## config.mk

```make
export PLATFORM = sky130hd
export DESIGN_NAME = runlevel_callback_queue_pool
export DESIGN_NICKNAME = d
export VERILOG_FILES = /design/src/rtl/core/rcqp_pkg.sv /design/src/rtl/core/runlevel_callback_queue_pool.sv /design/src/rtl/core/rcqp_front.sv /design/src/rtl/core/rcqp_back.sv
export VERILOG_INCLUDE_DIRS = /design/src /design/src/rtl/core
export SDC_FILE = /design/constraint.sdc
export NUM_CORES = 1
export LEC_CHECK = 0
export ABC_CLOCK_PERIOD_IN_PS = 5800
export BUFFER_PORTS_ARGS = -buffer_cell sky130_fd_sc_hd__buf_4
export CORE_UTILIZATION = 33
export DETAILED_ROUTE_END_ITERATION = 8
export PLACE_DENSITY = 0.56
export SLEW_MARGIN = 15
export SYNTH_ARGS = -nofsm -noshare
export SYNTH_HDL_FRONTEND = slang
export SYNTH_SLANG_ARGS = --single-unit
```

## constraint.sdc

```tcl
create_clock -name clk -period 5.8 [get_ports clk]
set_input_delay 0.58 -clock clk [delete_from_list [all_inputs] [get_ports clk]]
set_output_delay 0.58 -clock clk [all_outputs]
set_load 0.005 [all_outputs]
```

## src/rtl/core/runlevel_callback_queue_pool_macros.svh

```systemverilog
// Assertion macros shared by the callback queue pool.
// Each macro expects signals named clk and rst in the scope where it is used.
`ifndef RUNLEVEL_CALLBACK_QUEUE_POOL_MACROS_SVH
`define RUNLEVEL_CALLBACK_QUEUE_POOL_MACROS_SVH

`ifndef ASSERT_OFF

// A condition that holds at every clock edge outside reset.
`define RCQP_CHECK(lbl, expr) \
  lbl: assert property (@(posedge clk) disable iff (rst) (expr)) \
    else $error("invariant violated");

// A condition that implies another in the same cycle.
`define RCQP_IMPLIES(lbl, ante, cons) \
  lbl: assert property (@(posedge clk) disable iff (rst) (ante) |-> (cons)) \
    else $error("same-cycle implication violated");

// A condition that implies another in the following cycle.
`define RCQP_IMPLIES_NEXT(lbl, ante, cons) \
  lbl: assert property (@(posedge clk) disable iff (rst) (ante) |=> (cons)) \
    else $error("next-cycle implication violated");

`else

`define RCQP_CHECK(lbl, expr)
`define RCQP_IMPLIES(lbl, ante, cons)
`define RCQP_IMPLIES_NEXT(lbl, ante, cons)

`endif

`endif

```

## src/rtl/core/rcqp_pkg.sv

```systemverilog
`timescale 1ns / 1ps

package rcqp_pkg;

  // Width of the handle field on both channels.
  localparam int HANDLE_W = 32;

  // Command codes carried in the cmd field.
  localparam logic CMD_POST = 1'b0;
  localparam logic CMD_RUN  = 1'b1;

  // List selector codes.
  typedef enum logic [1:0] {
    LIST_INIT        = 2'd0,
    LIST_SHUTDOWN    = 2'd1,
    LIST_BEFORE_EXIT = 2'd2,
    LIST_AFTER_EXIT  = 2'd3
  } list_sel_t;

  // Result kinds.
  typedef enum logic [1:0] {
    KIND_ACCEPT = 2'd0,
    KIND_REJECT = 2'd1,
    KIND_CALL   = 2'd2,
    KIND_DONE   = 2'd3
  } kind_t;

  // Back-end sequencer states.
  typedef enum logic [2:0] {
    S_IDLE,
    S_POST2,
    S_RD,
    S_WALK,
    S_DONE
  } back_state_t;

  // One classified command as it waits between front and back.
  typedef struct packed {
    logic                is_run;
    logic                is_init;
    logic [1:0]          sel;
    logic [HANDLE_W-1:0] handle;
    logic                skip;
    logic                abort;
  } cmd_item_t;

endpackage

```

## src/rtl/core/runlevel_callback_queue_pool.sv

```systemverilog
`timescale 1ns / 1ps

// Callback queue pool: a pool of ENTRIES linked entries holds four callback
// lists (init runs first-in first-out; shutdown, before_exit and after_exit
// run last-in first-out) and a free list. A post (cmd 0) gives one result:
// kind 0 when stored, kind 1 when the pool is full. A run (cmd 1) gives one
// kind 2 result per called entry, then a kind 3 result with last set; every
// walked entry returns to the pool. Commands pass through a two-beat queue,
// so the input side can take one further command while the back end works.
// Each run step must wait for the registered read of the entry's link before
// the next entry is known. A stalled output holds the sequencer whenever it
// has a result to give. No clearing pass after reset: link memory valid bits
// stand in for the reset chain.
module runlevel_callback_queue_pool #(
  parameter int ENTRIES     = 16,
  parameter int HANDLE_BITS = 32
) (
  input  logic                          clk,
  input  logic                          rst,
  input  logic                          in_valid,
  output logic                          in_ready,
  input  logic                          cmd,
  input  logic [1:0]                    list_sel,
  input  logic [rcqp_pkg::HANDLE_W-1:0] handle,
  input  logic                          skip_on_abort,
  input  logic                          aborting,
  output logic                          out_valid,
  input  logic                          out_ready,
  output logic [1:0]                    kind,
  output logic [rcqp_pkg::HANDLE_W-1:0] out_handle,
  output logic                          last
);
  import rcqp_pkg::*;

  logic      q_valid;
  logic      q_pop;
  cmd_item_t q_item;

  // Front end: handshake, classification and command queue.
  rcqp_front u_front (
    .clk           (clk),
    .rst           (rst),
    .in_valid      (in_valid),
    .in_ready      (in_ready),
    .cmd           (cmd),
    .list_sel      (list_sel),
    .handle        (handle),
    .skip_on_abort (skip_on_abort),
    .aborting      (aborting),
    .q_valid       (q_valid),
    .q_item        (q_item),
    .q_pop         (q_pop)
  );

  // Back end: pool memories, list sequencer and result register.
  rcqp_back #(
    .ENTRIES     (ENTRIES),
    .HANDLE_BITS (HANDLE_BITS)
  ) u_back (
    .clk        (clk),
    .rst        (rst),
    .q_valid    (q_valid),
    .q_item     (q_item),
    .q_pop      (q_pop),
    .out_valid  (out_valid),
    .out_ready  (out_ready),
    .kind       (kind),
    .out_handle (out_handle),
    .last       (last)
  );

endmodule

```

## src/rtl/core/rcqp_front.sv

```systemverilog
`timescale 1ns / 1ps
`include "runlevel_callback_queue_pool_macros.svh"

module rcqp_front (
  input  logic                      clk,
  input  logic                      rst,
  input  logic                      in_valid,
  output logic                      in_ready,
  input  logic                      cmd,
  input  logic [1:0]                list_sel,
  input  logic [rcqp_pkg::HANDLE_W-1:0] handle,
  input  logic                      skip_on_abort,
  input  logic                      aborting,
  output logic                      q_valid,
  output rcqp_pkg::cmd_item_t       q_item,
  input  logic                      q_pop
);
  import rcqp_pkg::*;

  cmd_item_t  slot [2];
  cmd_item_t  item_in;
  logic       wr_ptr;
  logic       rd_ptr;
  logic [1:0] count;
  logic [1:0] count_next;
  logic       push;

  // Classify the incoming beat.
  always_comb begin
    item_in.is_run  = (cmd == CMD_RUN);
    item_in.is_init = (list_sel == LIST_INIT);
    item_in.sel     = list_sel;
    item_in.handle  = handle;
    item_in.skip    = skip_on_abort;
    item_in.abort   = aborting;
  end

  // Two-slot queue towards the back end.
  assign in_ready = !rst && (count != 2'd2);
  assign push     = in_valid && in_ready;
  assign q_valid  = (count != 2'd0);
  assign q_item   = slot[rd_ptr];

  always_comb begin
    count_next = count;
    if (push && !q_pop) begin
      count_next = count + 2'd1;
    end else if (!push && q_pop) begin
      count_next = count - 2'd1;
    end
  end

  always_ff @(posedge clk) begin
    if (rst) begin
      wr_ptr <= 1'b0;
      rd_ptr <= 1'b0;
      count  <= 2'd0;
    end else begin
      if (push) begin
        wr_ptr <= ~wr_ptr;
      end
      if (q_pop) begin
        rd_ptr <= ~rd_ptr;
      end
      count <= count_next;
    end
  end

  always_ff @(posedge clk) begin
    if (push) begin
      slot[wr_ptr] <= item_in;
    end
  end

  `RCQP_CHECK(a_count_bound, count <= 2'd2)
  `RCQP_IMPLIES(a_pop_nonempty, q_pop, count != 2'd0)
  `RCQP_IMPLIES_NEXT(a_push_grows, (!rst && push && !q_pop), count == $past(count) + 2'd1)

endmodule

```

## src/rtl/core/rcqp_back.sv

```systemverilog
`timescale 1ns / 1ps
`include "runlevel_callback_queue_pool_macros.svh"

module rcqp_back #(
  parameter int ENTRIES     = 16,
  parameter int HANDLE_BITS = 32
) (
  input  logic                          clk,
  input  logic                          rst,
  input  logic                          q_valid,
  input  rcqp_pkg::cmd_item_t           q_item,
  output logic                          q_pop,
  output logic                          out_valid,
  input  logic                          out_ready,
  output logic [1:0]                    kind,
  output logic [rcqp_pkg::HANDLE_W-1:0] out_handle,
  output logic                          last
);
  import rcqp_pkg::*;

  localparam int IDX_W      = $clog2(ENTRIES + 1);
  localparam int ADDR_W     = $clog2(ENTRIES);
  localparam int STORE_BITS = (HANDLE_BITS < HANDLE_W) ? HANDLE_BITS : HANDLE_W;
  localparam logic [IDX_W-1:0] NIL = IDX_W'(ENTRIES);

  // Pool storage: link memory with per-entry valid bits, payload memories.
  logic [IDX_W-1:0]      next_mem   [ENTRIES];
  logic [ENTRIES-1:0]    next_ok;
  logic [STORE_BITS-1:0] handle_mem [ENTRIES];
  logic                  skip_mem   [ENTRIES];

  // Registered read port.
  logic [IDX_W-1:0]      rd_next;
  logic                  rd_ok;
  logic [STORE_BITS-1:0] rd_handle;
  logic                  rd_skip;
  logic [ADDR_W-1:0]     rd_addr;
  logic [IDX_W-1:0]      nxt_val;

  // Sequencer registers.
  back_state_t      state, state_next;
  logic [IDX_W-1:0] free_head, free_head_next;
  logic [IDX_W-1:0] head [4];
  logic [IDX_W-1:0] head_next [4];
  logic [IDX_W-1:0] init_tail, init_tail_next;
  logic [IDX_W-1:0] cur, cur_next;
  logic [IDX_W-1:0] steps, steps_next;
  logic [IDX_W-1:0] post_idx, post_idx_next;
  logic             need_link, need_link_next;
  logic [IDX_W-1:0] link_tail, link_tail_next;

  // Memory port controls.
  logic             rd_en;
  logic [IDX_W-1:0] rd_idx;
  logic             nx_we;
  logic [IDX_W-1:0] nx_waddr;
  logic [IDX_W-1:0] nx_wdata;
  logic             h_we;
  logic             call;
  logic             full_post;

  // Output register.
  logic                  out_free;
  logic                  emit;
  kind_t                 emit_kind;
  logic [HANDLE_W-1:0]   emit_handle;
  logic                  emit_last;
  kind_t                 out_kind;
  logic [HANDLE_W-1:0]   out_handle_r;
  logic                  out_last;

  assign out_free   = !out_valid || out_ready;
  assign kind       = out_kind;
  assign out_handle = out_handle_r;
  assign last       = out_last;

  // An entry never written since reset still holds its reset link.
  assign nxt_val = rd_ok ? rd_next : (IDX_W'(rd_addr) + IDX_W'(1));
  assign call    = !(q_item.abort && rd_skip);

  // A post waiting at the head of the queue while the pool is exhausted.
  assign full_post = (state == S_IDLE) && q_valid && !q_item.is_run && (free_head >= NIL);

  // Next state, pointer updates and memory port controls.
  always_comb begin
    state_next     = state;
    free_head_next = free_head;
    head_next      = head;
    init_tail_next = init_tail;
    cur_next       = cur;
    steps_next     = steps;
    post_idx_next  = post_idx;
    need_link_next = need_link;
    link_tail_next = link_tail;
    rd_en          = 1'b0;
    rd_idx         = cur;
    nx_we          = 1'b0;
    nx_waddr       = cur;
    nx_wdata       = free_head;
    h_we           = 1'b0;
    emit           = 1'b0;
    emit_kind      = KIND_ACCEPT;
    emit_handle    = '0;
    emit_last      = 1'b1;
    q_pop          = 1'b0;
    unique case (state)
      S_IDLE: begin
        if (q_valid) begin
          if (q_item.is_run) begin
            // Detach the selected list and start the walk.
            cur_next               = head[q_item.sel];
            head_next[q_item.sel]  = NIL;
            if (q_item.is_init) begin
              init_tail_next = NIL;
            end
            steps_next = '0;
            state_next = S_RD;
          end else if (free_head >= NIL) begin
            // Pool exhausted: reject and leave the state alone.
            if (out_free) begin
              emit      = 1'b1;
              emit_kind = KIND_REJECT;
              q_pop     = 1'b1;
            end
          end else begin
            // Take the free head, fetch its link and fill the entry.
            rd_en         = 1'b1;
            rd_idx        = free_head;
            h_we          = 1'b1;
            nx_we         = 1'b1;
            nx_waddr      = free_head;
            post_idx_next = free_head;
            if (q_item.is_init) begin
              nx_wdata = NIL;
              if (head[0] >= NIL || init_tail >= NIL) begin
                head_next[0]   = free_head;
                need_link_next = 1'b0;
              end else begin
                need_link_next = 1'b1;
                link_tail_next = init_tail;
              end
              init_tail_next = free_head;
            end else begin
              nx_wdata               = head[q_item.sel];
              head_next[q_item.sel]  = free_head;
              need_link_next         = 1'b0;
            end
            state_next = S_POST2;
          end
        end
      end
      S_POST2: begin
        if (out_free) begin
          free_head_next = nxt_val;
          if (need_link) begin
            nx_we    = 1'b1;
            nx_waddr = link_tail;
            nx_wdata = post_idx;
          end
          emit       = 1'b1;
          emit_kind  = KIND_ACCEPT;
          q_pop      = 1'b1;
          state_next = S_IDLE;
        end
      end
      S_RD: begin
        if (cur >= NIL || steps == NIL) begin
          state_next = S_DONE;
        end else begin
          rd_en      = 1'b1;
          rd_idx     = cur;
          state_next = S_WALK;
        end
      end
      S_WALK: begin
        if (!call || out_free) begin
          if (call) begin
            emit        = 1'b1;
            emit_kind   = KIND_CALL;
            emit_handle = HANDLE_W'(rd_handle);
            emit_last   = 1'b0;
          end
          // Return the walked entry to the free list.
          nx_we          = 1'b1;
          nx_waddr       = cur;
          nx_wdata       = free_head;
          free_head_next = cur;
          cur_next       = nxt_val;
          steps_next     = steps + IDX_W'(1);
          state_next     = S_RD;
        end
      end
      S_DONE: begin
        if (out_free) begin
          emit       = 1'b1;
          emit_kind  = KIND_DONE;
          q_pop      = 1'b1;
          state_next = S_IDLE;
        end
      end
      default: begin
        state_next = S_IDLE;
      end
    endcase
  end

  // Sequencer and list pointer registers.
  always_ff @(posedge clk) begin
    if (rst) begin
      state     <= S_IDLE;
      free_head <= '0;
      for (int i = 0; i < 4; i++) begin
        head[i] <= NIL;
      end
      init_tail <= NIL;
      cur       <= NIL;
      steps     <= '0;
      need_link <= 1'b0;
    end else begin
      state     <= state_next;
      free_head <= free_head_next;
      head      <= head_next;
      init_tail <= init_tail_next;
      cur       <= cur_next;
      steps     <= steps_next;
      need_link <= need_link_next;
    end
  end

  always_ff @(posedge clk) begin
    post_idx  <= post_idx_next;
    link_tail <= link_tail_next;
  end

  // Link memory valid bits; reset marks every entry as holding its reset link.
  always_ff @(posedge clk) begin
    if (rst) begin
      next_ok <= '0;
    end else if (nx_we) begin
      next_ok[nx_waddr[ADDR_W-1:0]] <= 1'b1;
    end
  end

  // Memories with registered read data.
  always_ff @(posedge clk) begin
    if (nx_we) begin
      next_mem[nx_waddr[ADDR_W-1:0]] <= nx_wdata;
    end
    if (h_we) begin
      handle_mem[rd_idx[ADDR_W-1:0]] <= q_item.handle[STORE_BITS-1:0];
      skip_mem[rd_idx[ADDR_W-1:0]]   <= q_item.skip;
    end
    if (rd_en) begin
      rd_next   <= next_mem[rd_idx[ADDR_W-1:0]];
      rd_ok     <= next_ok[rd_idx[ADDR_W-1:0]];
      rd_handle <= handle_mem[rd_idx[ADDR_W-1:0]];
      rd_skip   <= skip_mem[rd_idx[ADDR_W-1:0]];
      rd_addr   <= rd_idx[ADDR_W-1:0];
    end
  end

  // Result register towards the output channel.
  always_ff @(posedge clk) begin
    if (rst) begin
      out_valid <= 1'b0;
    end else if (emit) begin
      out_valid <= 1'b1;
    end else if (out_ready) begin
      out_valid <= 1'b0;
    end
  end

  always_ff @(posedge clk) begin
    if (emit) begin
      out_kind     <= emit_kind;
      out_handle_r <= emit_handle;
      out_last     <= emit_last;
    end
  end

  `RCQP_IMPLIES_NEXT(a_full_rejects, (full_post && out_free), (out_valid && out_last))
  `RCQP_CHECK(a_steps_bound, steps <= NIL)
  `RCQP_IMPLIES_NEXT(a_pop_is_last, (!rst && q_pop), (out_valid && out_last))

endmodule

```

==> results of run 1 <==
-- logic make-up after synthesis --
logic type,count (synthesis)
AOI/OAI and AO/OA,253
xor gates and xnor gates,10
adders and majority gates,4
buffers and inverters,138
DFF,837
muxes,382
and+or+nand+nor,286
-- power groups by stage --
stage / Combinational (mW) / Sequential, mW / Clock [mW]
6_report: 2.69 / 7.80 / 5.31
5_1_grt: 2.92 / 7.83 / 5.65
3_3_place_gp: 2.65 / 7.92 / 0
2_1_floorplan: 1.69 / 7.78 / 0
4_1_cts: 2.73 / 7.80 / 5.43
3_5_place_dp: 2.72 / 7.92 / 0
-- routing by layer --
layer  share of wire, %  vias to the layer above  track usage, %
met1                 44                     8750            20.2
met4                2.2                        0            4.87
met5                  0                        -               0
met2                 49                      444            26.1
li1                   -                     7731               -
met3                4.6                      110            1.99
-- state kept, by name (all words and copies together), names as in the netlist, 5 cells and up, named ones only --
signal / count
u_back.rd_next: 5
u_back.head: 20
u_front.slot: 76
u_back.post_idx: 5
u_back.skip_mem: 16
u_back.next_ok: 16
u_back.rd_handle: 32
u_back.free_head: 5
u_back.out_handle: 32
u_back.next_mem: 80
u_back.steps: 5
u_back.init_tail: 5
u_back.cur: 5
u_back.handle_mem: 512
-- through the flow --
stage               setup WS (ns)  std cells  util (%)  area, µm²
floorplan                   0.585       1910         -      32400
global placement             1.74       3197      35.7      34600
detailed placement           1.82       3197      35.7      34600
CTS                          1.82       3351      38.5      37300
global route                 1.64       3351      38.5      37300
finish                       1.80       3353      38.5      37300
-- synth_stat cells (3+ instances only) --
library cell	instances
a211o_1	6
a21oi_1	18
a22oi_1	4
a311oi_1	5
a31oi_1	4
a31oi_4	3
and2_1	36
buf_1	6
buf_2	44
buf_4	15
buf_6	3
clkbuf_1	42
dfxtp_1	66
edfxtp_1	771
ha_1	4
inv_1	27
mux2_2	35
mux2i_1	339
mux4_2	3
nand2_1	50
nand2b_1	13
nand3_1	12
nand4_1	4
nor2_1	87
nor3_1	15
nor4_1	5
o211ai_1	8
o21ai_0	13
o22ai_1	170
o22ai_2	4
or2_2	4
or3_1	5
or4_1	39
xor2_1	8
-- area by class of cell --
class	count	area share, %
tap	1276	4.28
clock buffer	109	6.16
sequential	837	65.6
multi-input combinational	935	20.1
timing repair buffer	121	2.50
antenna	2	0.0134
inverter	28	0.282
clock inverter	45	1.11
-- cell usage in the layout (no fill, tap or decap), types with 5 or more instances in the layout --
cell,instances
a211o_1,6
a21oi_1,18
a311oi_1,5
a31oi_4,5
and2_1,36
buf_4,119
bufinv_16,5
clkbuf_1,18
clkbuf_16,87
clkinv_1,16
clkinv_2,16
dfxtp_1,65
edfxtp_1,771
inv_1,27
mux2_2,35
mux2i_1,338
nand2_1,48
nand2b_1,13
nand3_1,12
nor2_1,78
nor2_4,10
nor3_1,9
nor3_2,8
o211ai_1,8
o21ai_0,13
o22ai_1,170
or3_1,5
or4_1,39
xor2_1,8
-- worst max-delay path: cells and delay by family, from the launching register on --
kind	cells	cell delay, ns
AO/OA/AOI/OAI	1	0.13
AND/OR/NAND/NOR	5	2.00
buffers and inverters	3	1.11
flip-flops	1	0.48
-- worst paths after layout --
check | from | endpoint | slack (ns) | cells past startpoint
worst min-delay path | handle[6] | u_front.slot[1][8]$_DFFE_PP_ | 0.12 | 1
worst max-delay path | u_back.state[0]$_SDFFE_PP0P_ | u_back.rd_handle[30]$_DFFE_PP_ | 1.80 | 9
worst max register to register | u_back.state[0]$_SDFFE_PP0P_ | u_back.rd_handle[30]$_DFFE_PP_ | 1.80 | 9
worst min register to register | u_back.init_tail[3]$_SDFFE_PP0P_ | u_back.link_tail[3]$_DFFE_PP_ | 0.42 | 0
==> flow_summary.toml, run 1 <==
[cts]
cts_buffer_depth = 3
clk_pin_slew_ns = 0.06
cts_root_buf = "clkbuf_16"
cts_tree = "built"
clock_sinks = 837
ctsHoldBuffers = 0
cts.htree.levels = 3
cts.repair.resized = 0
cts_setup_buffers = 0
cts_made_buffers = 84
clk_latency_ns = 0.65

[layout]
drive_above_1_share_pct = 15.8
ff_latch_area_um2 = 24500
syn2layout_area_growth_pct = 15.1
multi_input_area_um2 = 7490
nFillCells = 8869
final_nets = 2052

[timing]
slew_viol_final = 0
setup_viol = 0
hold_violations = 0
fmax_ghz = 0.250
min_period_over_period_pct = 69.0
finClkSkew_ns = 0.0423
worst_hold_slack_ns = 0.123
rsz0062_at_grt = "no"
worst_pin_slew_ns = 1.19
slew_headroom_pct = 20.9
setup_tns_ns = 0
fin_crit_ns = 4.00

[drt]
drt_wl_total_um = 76900
antenna_left = 0
viasPerCell = 5.08
drc = 12
dr.pass1.iters = 7
vias = 17035
post_drt_wl_per_cell_um = 22.9
drtIter0Drc = 1333

[logic_synthesis]
syn_inst = 1910
synth.avg_cell_area_um2 = 17.0
yosys.area_share.simple_pct = 4.61
yosysTopAreaCell = "edfxtp_1"
syn-num-nets = 1955
ys_async_sr_fraction_pct = 0
synth_top_family_by_area = "multiplexers"
synth.area.mux_share_pct = 12.2
synth_top_area_share_pct = 71.4
ys_warn_count = 0
synth-edff-count = 771
synth-seq-cells = 837
synth_xor_area_share_pct = 0.270
netlist_area_um2 = 32400
synth_fa_ha_area_share_pct = 0.154
ys.flop_type = "edfxtp_1"
ys_seq_area_share_pct = 75.5
synth_compound_area_share_pct = 5.33
synthTopCellsByArea = "edfxtp_1, mux2i_1, dfxtp_1, o22ai_1, mux2_2"
synthDistinctLibCells = 64

[global_route]
gr-total-overflow = 0
grt_pass1_vias = 17257
grt_pass1_wl_um = 113000
antenna_found_initial = 1
grt_max_degree = 117
grt_usage_pct = 15.3

[outcome]
violations = "design-rule violations"
status = "finished, violations left"

[setup_path]
slowest_delay_ns = 0.68
crit_slowest_cell = "nor2_4"
worst-setup-path-type = "reg -> reg"
required_ns = 6.18
crit_fanout = 24
critPathLaunchType = "flop"
worstPathArrival_ns = 4.38
endpoint_kind = "flop"
cp_cell_sequence = "nor3_2, nand4_2, buf_4, inv_2, nor3_1, nor2_4, buf_4, o22ai_1, or4_1"
cpMostUsedCell = "buf_4"

[min_path]
min_path_type = "in -> reg"

[floorplan]
start_util_pct = 33.4
rows = 114
io_pins = 78
die_w_um = 315
coreArea_um2 = 97000
die_area_um2 = 99500
die_h_um = 315

[power]
seqPwrFrac_pct = 49.3
p_total_mw = 15.8
swShare_pct = 27.7
internal_power_mw = 11.4
p_leak_nw = 14.1
combPwrFrac_pct = 17.0
cellPowerDensity_nw_per_um2 = 424
ir_worst_vdd_uv = 233
clkPwrFrac_pct = 33.6
p_sw_mw = 4.39

[flow_run]
maxCapViolCount = 0

[place]
numPortBuffers = 77
place.gp.congestion = 0.868
dp_hpwl_um = 43600
Note: power is estimated with default switching activity, not from simulation.
==> inputs of run 2 (changes only) <==
--- a/config.mk
+++ b/config.mk
@@ -6,7 +6,7 @@
 export SDC_FILE = /design/constraint.sdc
 export NUM_CORES = 1
 export LEC_CHECK = 0
-export ABC_CLOCK_PERIOD_IN_PS = 5800
+export ABC_CLOCK_PERIOD_IN_PS = 4200
 export BUFFER_PORTS_ARGS = -buffer_cell sky130_fd_sc_hd__buf_4
 export CORE_UTILIZATION = 33
 export DETAILED_ROUTE_END_ITERATION = 8
==> constraint.sdc (replaced) <==
create_clock -name clk -period 4.2 [get_ports clk]
set_input_delay 0.42 -clock clk [delete_from_list [all_inputs] [get_ports clk]]
set_output_delay 0.42 -clock clk [all_outputs]
set_load 0.005 [all_outputs]
==> flow_summary.toml, run 2 (synthesis results as in run 1) <==
[min_path]
min_path_type = "in -> reg"
min_path_cells = 3

[cts]
cts_root_buf = "clkbuf_16"
cts_buffer_depth = 3
cts_made_buffers = 86
cts_tree = "built"
clock_sinks = 837
cts.repair.resized = 0
cts.htree.levels = 3
clk_pin_slew_ns = 0.06
clk_latency_ns = 0.65

[outcome]
status = "finished, violations left"
violations = "design-rule violations"

[place]
dp_hpwl_um = 43400
dpl-instance-area_um2 = 34900
numPortBuffers = 77
place.gp.congestion = 0.795

[global_route]
grt_pass1_vias = 17693
gr-total-overflow = 0
grt_max_degree = 70
grt_pass1_wl_um = 114000
grt_usage_pct = 15.5
antenna_found_initial = 2

[setup_path]
worstPathArrival_ns = 3.68
required_ns = 4.48
crit_fanout = 28
worst-setup-path-type = "reg -> reg"
endpoint_kind = "flop"
rr_worst_depth = 8
critPathLaunchType = "flop"

[timing]
finClkSkew_ns = 0.0393
fmax_ghz = 0.294
rsz0062_at_grt = "no"
slew_headroom_pct = 39.1
min_period_over_period_pct = 80.9
hold_violations = 0
worst_hold_slack_ns = 0.221
fin_crit_ns = 3.40
setup_tns_ns = 0
setup_viol = 0
slew_viol_final = 0
worst_pin_slew_ns = 0.906

[floorplan]
die_h_um = 315
die_w_um = 315
coreArea_um2 = 97000
start_util_pct = 33.4
rows = 114
io_pins = 78
die_area_um2 = 99500

[layout]
nFillCells = 8836
multi_input_area_um2 = 7520
layout_common_cells = "edfxtp_1, mux2i_1, o22ai_1"
ff_latch_area_um2 = 24500
largest_reg_flops = 512
final_util_pct = 39.2
fin_area_um2 = 38100
final_common_cell = "edfxtp_1"
final_nets = 2110
syn2layout_area_growth_pct = 17.4
drive_above_1_share_pct = 16.1

[drt]
post_drt_wl_per_cell_um = 22.6
vias = 17193
drtIter0Drc = 1506
dr.pass1.iters = 7
drc = 12
viasPerCell = 5.04
antenna_left = 0
drt_wl_total_um = 77100

[power]
cellPowerDensity_nw_per_um2 = 578
ir_worst_vdd_uv = 402
p_leak_nw = 14.4

[flow_run]
maxCapViolCount = 0
run 2: cell types whose count changed in the layout (fill, tap and decap cells not counted), sizes merged:
cell	previous run	this run
buf	121	140
bufinv	5	9
dlygate4sd3	0	37
diode	2	1
clkinv	37	43
clkbuf	109	100
run 2: path summary, 6_finish.rpt:
kind                                                  startpoint                         endpoint  slack [ns]
worst min register to register  u_back.init_tail[0]$_SDFFE_PP0P_    u_back.link_tail[0]$_DFFE_PP_        0.44
worst min-delay path                                   out_ready     u_back.kind[0]$_SDFFCE_PN0P_        0.22
worst max-delay path                u_back.state[0]$_SDFFE_PP0P_  u_back.next_mem[5][4]$_DFFE_PP_        0.80
worst max register to register      u_back.state[0]$_SDFFE_PP0P_  u_back.next_mem[5][4]$_DFFE_PP_        0.80
run 2: metal layers:
metal	global-route usage, %	part of all wire [%]	vias up
li1	-	-	7837
met1	20.0	43	8800
met2	26.5	50	443
met3	2.44	4.5	113
met4	5.02	2.4	0
met5	0	0	-
run 2: report_power, final:
group,leakage (nW),switching [mW],internal (mW)
Clock,1.35,3.11,4.35
Sequential,7.53,0.329,10.4
Combinational,5.53,2.53,1.24
run 2: area by class of cell:
| cell class | instances | share of cell area (%) |
|---|---|---|
| well taps | 1276 | 4.19 |
| flip-flops and latches | 837 | 64.3 |
| diodes | 1 | 0.00657 |
| clock buffers | 100 | 5.85 |
| multi-input cells | 935 | 19.8 |
| clock inverters | 55 | 1.43 |
| repair buffers | 177 | 4.19 |
| inverters | 28 | 0.276 |
run 2: critical path, stage by stage, from the launching register on:
cell and delay (ns):
dfxtp_1 0.67, nor3_2 0.18, nand4_2 0.18, buf_4 0.42, inv_2 0.25, o2bb2ai_1 0.20
a221oi_2 0.47, nand2b_1 0.23, nor2_1 0.42
run 2: timing repair:
item	CTS	global route
hold buffers	37	0
buffers inserted	0	0
hold endpoints to repair	74	0
run 2: metrics by stage:
step           setup WS (ns)  power, mW  cells
2_1_floorplan          -1.01       13.1   1910
3_3_place_gp            1.03       14.6   3216
3_5_place_dp           0.882       14.7   3216
4_1_cts                0.844       22.2   3408
5_1_grt                0.524       22.8   3408
6_report               0.803       22.0   3409
